File: config.mk
export PLATFORM = sky130hd
export DESIGN_NAME = interval_constraint_violation_distance
export DESIGN_NICKNAME = d
export VERILOG_FILES = /design/src/rtl/icvd_pkg.sv /design/src/rtl/icvd_row_pipe.sv /design/src/rtl/interval_constraint_violation_distance.sv
export SDC_FILE = /design/constraint.sdc
export NUM_CORES = 2
export LEC_CHECK = 0
export BUFFER_PORTS_ARGS = -buffer_cell sky130_fd_sc_hd__buf_2
export CORE_MARGIN = 2
export CORE_UTILIZATION = 45
export CTS_CLUSTER_SIZE = 25
export DETAILED_ROUTE_END_ITERATION = 10
export MAX_ROUTING_LAYER = met4
export PLACE_DENSITY = 0.61
export SLEW_MARGIN = 25
export SYNTH_ARGS = -nofsm -noshare
export SYNTH_HDL_FRONTEND = slang
export SYNTH_SLANG_ARGS = --single-unit
File: constraint.sdc
create_clock -name clk_i -period 29.2 [get_ports clk_i]
set_clock_uncertainty 0.05 [all_clocks]
set_input_delay 5.84 -clock clk_i [delete_from_list [all_inputs] [get_ports clk_i]]
set_output_delay 5.84 -clock clk_i [all_outputs]
set_load 0.01 [all_outputs]
File: src/rtl/icvd_pkg.sv
`timescale 1ns / 1ps

package icvd_pkg;

  localparam int unsigned CoefWidth  = 16;
  localparam int unsigned ProdWidth  = 2 * CoefWidth;
  localparam int unsigned BoundWidth = 48;
  localparam int unsigned DiffWidth  = BoundWidth + 1;
  localparam int unsigned DistWidth  = 58;

  typedef struct packed {
    logic signed [CoefWidth-1:0]  coefficient;
    logic signed [CoefWidth-1:0]  var_value;
    logic signed [BoundWidth-1:0] row_low;
    logic signed [BoundWidth-1:0] row_high;
    logic                         end_of_row;
    logic                         end_of_check;
  } in_t;

  typedef struct packed {
    logic [DistWidth-1:0] total_distance;
    logic                 all_satisfied;
  } out_t;

  // one row-distance beat handed from the row pipeline to the accumulator
  typedef struct packed {
    logic                 valid;
    logic                 row_close;
    logic                 check_end;
    logic [DiffWidth-1:0] distance;
  } row_dist_t;

endpackage

File: src/rtl/icvd_row_pipe.sv
`timescale 1ns / 1ps

module icvd_row_pipe import icvd_pkg::*; (
  input  logic      clk_i,
  input  logic      rst_ni,
  input  logic      advance_i,
  input  logic      in_valid_i,
  input  in_t       in_data_i,
  output row_dist_t dist_o
);

  // input register
  logic s1_valid_q;
  in_t  s1_q;

  // product stage
  logic                         s2_valid_q, s2_close_q, s2_eoc_q;
  logic signed [ProdWidth-1:0]  s2_prod_q;
  logic signed [BoundWidth-1:0] s2_lo_q, s2_hi_q;

  // row sum stage
  logic                         s3_valid_q, s3_close_q, s3_eoc_q;
  logic signed [BoundWidth-1:0] s3_sum_q, s3_lo_q, s3_hi_q;

  logic signed [BoundWidth-1:0] row_acc_q, row_acc_d;
  logic signed [BoundWidth-1:0] sum_d;

  // row distance stage
  logic                 dist_valid_q, dist_close_q, dist_eoc_q;
  logic [DiffWidth-1:0] dist_diff_q;

  logic signed [DiffWidth-1:0] sum_x, lo_x, hi_x;
  logic        [DiffWidth-1:0] diff_d;

  assign sum_d = row_acc_q + {{(BoundWidth-ProdWidth){s2_prod_q[ProdWidth-1]}}, s2_prod_q};

  always_comb begin
    row_acc_d = row_acc_q;
    if (advance_i && s2_valid_q) begin
      row_acc_d = s2_close_q ? '0 : sum_d;
    end
  end

  assign sum_x = {s3_sum_q[BoundWidth-1], s3_sum_q};
  assign lo_x  = {s3_lo_q[BoundWidth-1], s3_lo_q};
  assign hi_x  = {s3_hi_q[BoundWidth-1], s3_hi_q};

  // lower bound is tested first, so inverted bounds still give a distance
  always_comb begin
    diff_d = '0;
    if (s3_sum_q < s3_lo_q) begin
      diff_d = DiffWidth'(lo_x - sum_x);
    end else if (s3_sum_q > s3_hi_q) begin
      diff_d = DiffWidth'(sum_x - hi_x);
    end
  end

  always_ff @(posedge clk_i or negedge rst_ni) begin
    if (!rst_ni) begin
      s1_valid_q   <= 1'b0;
      s2_valid_q   <= 1'b0;
      s3_valid_q   <= 1'b0;
      dist_valid_q <= 1'b0;
      row_acc_q    <= '0;
    end else begin
      row_acc_q <= row_acc_d;
      if (advance_i) begin
        s1_valid_q   <= in_valid_i;
        s2_valid_q   <= s1_valid_q;
        s3_valid_q   <= s2_valid_q;
        dist_valid_q <= s3_valid_q;
      end
    end
  end

  always_ff @(posedge clk_i) begin
    if (advance_i) begin
      s1_q <= in_data_i;

      s2_prod_q  <= s1_q.coefficient * s1_q.var_value;
      s2_lo_q    <= s1_q.row_low;
      s2_hi_q    <= s1_q.row_high;
      s2_close_q <= s1_q.end_of_row | s1_q.end_of_check;
      s2_eoc_q   <= s1_q.end_of_check;

      s3_sum_q   <= sum_d;
      s3_lo_q    <= s2_lo_q;
      s3_hi_q    <= s2_hi_q;
      s3_close_q <= s2_close_q;
      s3_eoc_q   <= s2_eoc_q;

      dist_diff_q  <= diff_d;
      dist_close_q <= s3_close_q;
      dist_eoc_q   <= s3_eoc_q;
    end
  end

  assign dist_o = {dist_valid_q, dist_close_q, dist_eoc_q, dist_diff_q};

endmodule

File: src/rtl/interval_constraint_violation_distance.sv
`timescale 1ns / 1ps
// Channel | Direction | Handshake               | Payload
// in      | input     | in_valid_i / in_stall_o | in_data_i  (icvd_pkg::in_t)
// out     | output    | out_valid_o/ out_stall_i| out_data_o (icvd_pkg::out_t)
//
// One beat is taken every cycle while in_stall_o is low; out_valid_o rises once an
// accepted end-of-check beat has passed the product, row sum, row distance and
// result registers. The row and saturating distance accumulators are unpipelined.
// rst_ni clears all pipeline valids and both accumulators asynchronously.
// in_stall_o rises only while a finished result is held and a new one arrives
// at the last stage; the whole pipeline holds then.

module interval_constraint_violation_distance import icvd_pkg::*; (
  input  logic clk_i,
  input  logic rst_ni,
  input  logic in_valid_i,
  output logic in_stall_o,
  input  in_t  in_data_i,
  output logic out_valid_o,
  input  logic out_stall_i,
  output out_t out_data_o
);

  row_dist_t row_dist;
  logic      advance;
  logic      block;

  logic [DistWidth-1:0] dist_acc_q, dist_acc_d, dist_sum;
  logic [DistWidth:0]   dist_wide;
  logic                 out_valid_q;
  out_t                 out_q;

  // hold everything while the held result waits and another one is ready
  assign block   = row_dist.valid & row_dist.check_end & out_valid_q & out_stall_i;
  assign advance = ~block;

  icvd_row_pipe u_row_pipe (
    .clk_i     (clk_i),
    .rst_ni    (rst_ni),
    .advance_i (advance),
    .in_valid_i(in_valid_i),
    .in_data_i (in_data_i),
    .dist_o    (row_dist)
  );

  assign dist_wide = {1'b0, dist_acc_q} + (DistWidth+1)'(row_dist.distance);
  assign dist_sum  = dist_wide[DistWidth] ? '1 : dist_wide[DistWidth-1:0];

  always_comb begin
    dist_acc_d = dist_acc_q;
    if (advance && row_dist.valid) begin
      if (row_dist.check_end) begin
        dist_acc_d = '0;
      end else if (row_dist.row_close) begin
        dist_acc_d = dist_sum;
      end
    end
  end

  always_ff @(posedge clk_i or negedge rst_ni) begin
    if (!rst_ni) begin
      dist_acc_q  <= '0;
      out_valid_q <= 1'b0;
    end else begin
      dist_acc_q <= dist_acc_d;
      if (advance && row_dist.valid && row_dist.check_end) begin
        out_valid_q <= 1'b1;
      end else if (!out_stall_i) begin
        out_valid_q <= 1'b0;
      end
    end
  end

  always_ff @(posedge clk_i) begin
    if (advance && row_dist.valid && row_dist.check_end) begin
      out_q.total_distance <= dist_sum;
      out_q.all_satisfied  <= (dist_sum == '0);
    end
  end

  assign in_stall_o  = block;
  assign out_valid_o = out_valid_q;
  assign out_data_o  = out_q;

endmodule
### After elaboration in Yosys (flattened, before gate mapping)

Cells that the tools add are included.

* register bits: 627
* bits of input ports: 134
* output and inout bits: 61
* word-level logic and storage cells: 55

* add/subtract/negate cells: 4
* multipliers: 1
* order comparisons: 2
* equality and inequality tests: 1
* mux-type cells: 8
* bitwise logic cells: 5
* reduce and logical (&&, ||, !) cells: 6

Operator list (number)
* $mux 58: 3
* $mux 49: 2
* $sub 48x48->49: 2
* $add 58x49->59: 1
* $logic_not 58->1: 1
* $add 48x48->48: 1
* $gt 48x48->1: 1
* $lt 48x48->1: 1
* $mux 48: 1
* $mul 16x16->32: 1
* $and 1x1->1: 3
* $logic_and 1x1->1: 3
* $mux 1: 2
* $ne 2x1->1 const B: 1
* $reduce_and 2->1: 1
* $reduce_bool 2->1: 1
* $not 1->1: 1
* $or 1x1->1: 1

### Longest topological paths before layout

* depth after elaboration: 7
* gate-level depth with buffers: 26

### Modules after synthesis

From an unflattened synthesis, not the netlist that was laid out.

* cells, all modules: 3880
* area, all modules: 42246.8 um2

Modules (own cells, without submodules)
* icvd_row_pipe: instances 1, cells an instance 3046, area each 34352.9 um2, sequential area each 15024.4 um2
* interval_constraint_violation_distance: instances 1, cells an instance 834, area each 7893.8 um2, sequential area each 3248.1 um2

### Worst setup path after synthesis

No wires, ideal clock.

* path kind: input-to-output
* from: in out_stall_i
* to: out in_stall_o
* arrival time: 21.929 ns
* path slack: 1.381 ns
* cell stages on the path: 2
* cells stage by stage: nand4_1 -> inv_1

* longest elaborated chain between the ends: 1

RTL lines
* start, declared: RTL line interval_constraint_violation_distance.sv:20 `input logic out_stall_i,`
* $and 1x1->1: RTL line interval_constraint_violation_distance.sv:34 `assign block = row_dist.valid & row_dist.check_end & out_valid_q & out_stall_i;`
* end, declared: RTL line interval_constraint_violation_distance.sv:17 `output logic in_stall_o,`

Every way passes these cells.

### Final worst setup path

Same ends and word-level chain as after synthesis.

==> impl_results.md <==
- Critical Path Start Type: input port
- 1st-iter DRT viols: 2018
- Clock Root Buffer: sky130_fd_sc_hd__clkbuf_16
- Post-CTS setup buffer count: 0
- Number of enable-type register cells in the synthesized netlist: 516
- Setup Slack @ Placement: 16.33 ns
- Number of remaining DRC errors: 0
- Number of standard cells after synthesis: 3707
- Pin count of the biggest net entering global routing: 188
- Final setup violation count: 0
- Gpl congestion: 0.9157
- Remaining global-route overflow: 0
- Max Fclk: 77.70 MHz
- Sum of routed wire length over all layers: 101800 µm
- Average instance area after synthesis: 11.16 µm²
- Maximum Capacitance Violations: 0
- CTS H-Tree Depth: 3
- Clock insertion delay at the later pin of the skew report: 0.64 ns
- Critical Path RT: 23.31 ns
- Sequential cell area fraction in the yosys report: 44.18%
- Worst hold slack across all endpoints: 0.3589 ns
- Final number of max-transition violations: 0
- Class of the most critical hold timing path: reg -> reg
- Routed len/inst: 19.91 µm
- Flop and latch count out of synthesis: 627
- Critical path's most frequent cell: sky130_fd_sc_hd__buf_2
- Critical-path top delay cell: sky130_fd_sc_hd__buf_4
- Total Neg Setup Slack: 0 ns
- Maximum single-stage delay on the critical path: 0.45 ns
- Antenna violations before repair: 0
- Critical Setup Path Class: in -> out
- Final worst path period need: 12.87 ns
- CTS max path bufs: 3
- CTS tree: built
- Post-DP HPWL: 77360 µm
- Clock-pin slew reported for the worst setup and hold paths after clock tree synthesis: 0.06 ns
- Height of the chip: 307.2 µm
- Post-synthesis share of cell area spent on xor and xnor gates: 4.659%
- Status: complete, no violations
- Measured slew at the worst slew-check pin: 1.050 ns
- Clock Sink Count: 627
- Die span in x: 307.2 µm
- Max-slew headroom at the worst pin: 29.99%
- Effective utilization at floorplan: 45.25%
- Routed via count divided by cell count: 5.423
- Count of warnings emitted by yosys: 0
- Critical Path AT: 6.98 ns
- Port bufs: 194
- Setup repair after global routing missed its margin: no
- Kind of cell adding the most delay to the critical path: buffers and inverters
- Area growth, synth to finish: 11.02%
- Number of buffer and inverter stages on the critical path: 4
- Placement Rows: 111
- Share of cell area taken by muxes after synthesis: 0.2057%
- Diodes inserted: 0
- First-pass DRT Iterations: 5
- Unique cell type count in the Yosys netlist: 85
- Critical-path cell list: buf_2 -> nand4_1 -> buf_4 -> inv_1 -> buf_2
- Count of hold-fix buffers inserted at cts: 0
- Sort of element at the end of the critical path: output port
- Full die area: 94340 µm²
- Final clock period utilization by the worst path: 44.08%
- I/O pin count: 195
- Compound-gate portion of the synthesized area: 13.73%
- Share of flip-flops with an asynchronous set or reset: 17.70%
- Wire length of the first global-routing pass: 159600 µm
- GRT Total Usage: 22.53%
- Setup ws final: 16.33 ns
- Clock buffer count from CTS: 70
- Number of nets produced by synthesis: 4381
- Post-CTS sizing: 0
- Number of global-route vias before repair: 28060
- Number of nets with antenna violations after routing: 0
- Simple-gate share of the synthesized area: 10.67%
- Post-layout nets: 4546
- Largest family of logic cells by synthesized area: adder cells
- Final hold vios: 0
- CP max FO: 39
- Share of synthesized cell area in full adder, half adder and majority cells: 21.17%
- Standard cell core area: 91390 µm²
- Primary FF master, synth: sky130_fd_sc_hd__edfxtp_1
- Share of final-layout standard cells stronger than drive strength 1: 9.188%
- Routed via count: 27740
- Post-Syn Area: 41350 µm²
through the flow:
step                util (%)  instances  instance area [µm²]
floorplan                  -       3707                41350
global placement       47.58       4984                43480
detailed placement     47.60       4985                43500
CTS                    50.21       5114                45880
global route           50.24       5115                45910
finish                 50.24       5115                45910
cells by family after synthesis:
family / count (synthesis)
AND/OR/NAND/NOR: 895
AO/OA/AOI/OAI: 838
flip-flops: 627
buffers and inverters: 579
adder cells (fa/ha/maj): 540
XOR/XNOR: 220
multiplexers: 8
flip-flops by register name, indices dropped and copies added, names as in the netlist, 49 cells and up:
register and cells:
u_row_pipe.dist_diff_q 49, out_data_o 59, u_row_pipe.s1_q 130, dist_acc_q 58
path summary, 6_finish.rpt:
| path | slack (ns) | from | cells past startpoint | endpoint |
|---|---|---|---|---|
| max | 16.33 | out_stall_i | 5 | in_stall_o |
| min | 0.36 | u_row_pipe.s2_hi_q[46] | 0 | u_row_pipe.s3_hi_q[46] |
| max reg2reg | 21.94 | u_row_pipe.s1_q[99] | 23 | u_row_pipe.s2_prod_q[31] |
| min reg2reg | 0.36 | u_row_pipe.s2_hi_q[46] | 0 | u_row_pipe.s3_hi_q[46] |
| max in group asynchronous | 22.69 | rst_ni | 3 | u_row_pipe.row_acc_q[11] |
| min in group asynchronous | 5.05 | rst_ni | 1 | dist_acc_q[2] |
metal layers:
metal  wire length, µm  track usage, %
met2             50960           37.79
met1             44520           28.79
met5                 0               -
met4              3047           7.204
met3              3315           2.336
synth_stat cells (all sizes together) (7+ instances only):
library cell / count / area share [%]
a211oi: 20 / 0.36
a31oi: 24 / 0.36
clkbuf: 90 / 0.82
nor4: 12 / 0.18
or3: 16 / 0.24
and4: 9 / 0.19
edfxtp: 516 / 37
o211ai: 17 / 0.31
inv: 463 / 4.2
ha: 274 / 8.3
nor3: 30 / 0.39
nand4: 41 / 0.62
a21o: 142 / 2.6
dfrtp: 111 / 6.7
a22o: 99 / 2.1
nand3: 43 / 0.53
buf: 26 / 0.36
o21a: 16 / 0.29
a31o: 7 / 0.15
or2: 11 / 0.17
o31ai: 16 / 0.30
a41oi: 8 / 0.21
nor2b: 26 / 0.39
nor2: 123 / 1.1
a21boi: 10 / 0.18
o21bai: 36 / 0.65
nand2b: 36 / 0.54
o22ai: 38 / 0.64
and2: 140 / 2.1
o2111ai: 8 / 0.17
o21ai: 123 / 1.5
xor2: 85 / 1.8
xnor2: 135 / 2.9
fa: 266 / 13
nand2: 350 / 3.2
a21oi: 220 / 2.7
and3: 38 / 0.57
cells in the final DEF, fill, tap and decap left out, drive strengths merged, types with 135 or more instances in the layout:
cell | Yosys | final
buf | 26 | 209
edfxtp | 516 | 516
ha | 274 | 274
a21oi | 220 | 220
xnor2 | 135 | 135
nand2 | 350 | 350
inv | 463 | 470
and2 | 140 | 140
fa | 266 | 266
a21o | 142 | 142
layout make-up:
cell class,count,area [µm²]
fill,8319,45470
sequential,627,18270
tap,1186,1484
timing repair buffer,209,1135
multi-input combinational,2501,20910
clock buffer,89,1894
inverter,463,1738
clock inverter,40,483.0
Power is not shown: default switching activity piles up to over one toggle a cycle in this logic, so the estimate is an artifact.
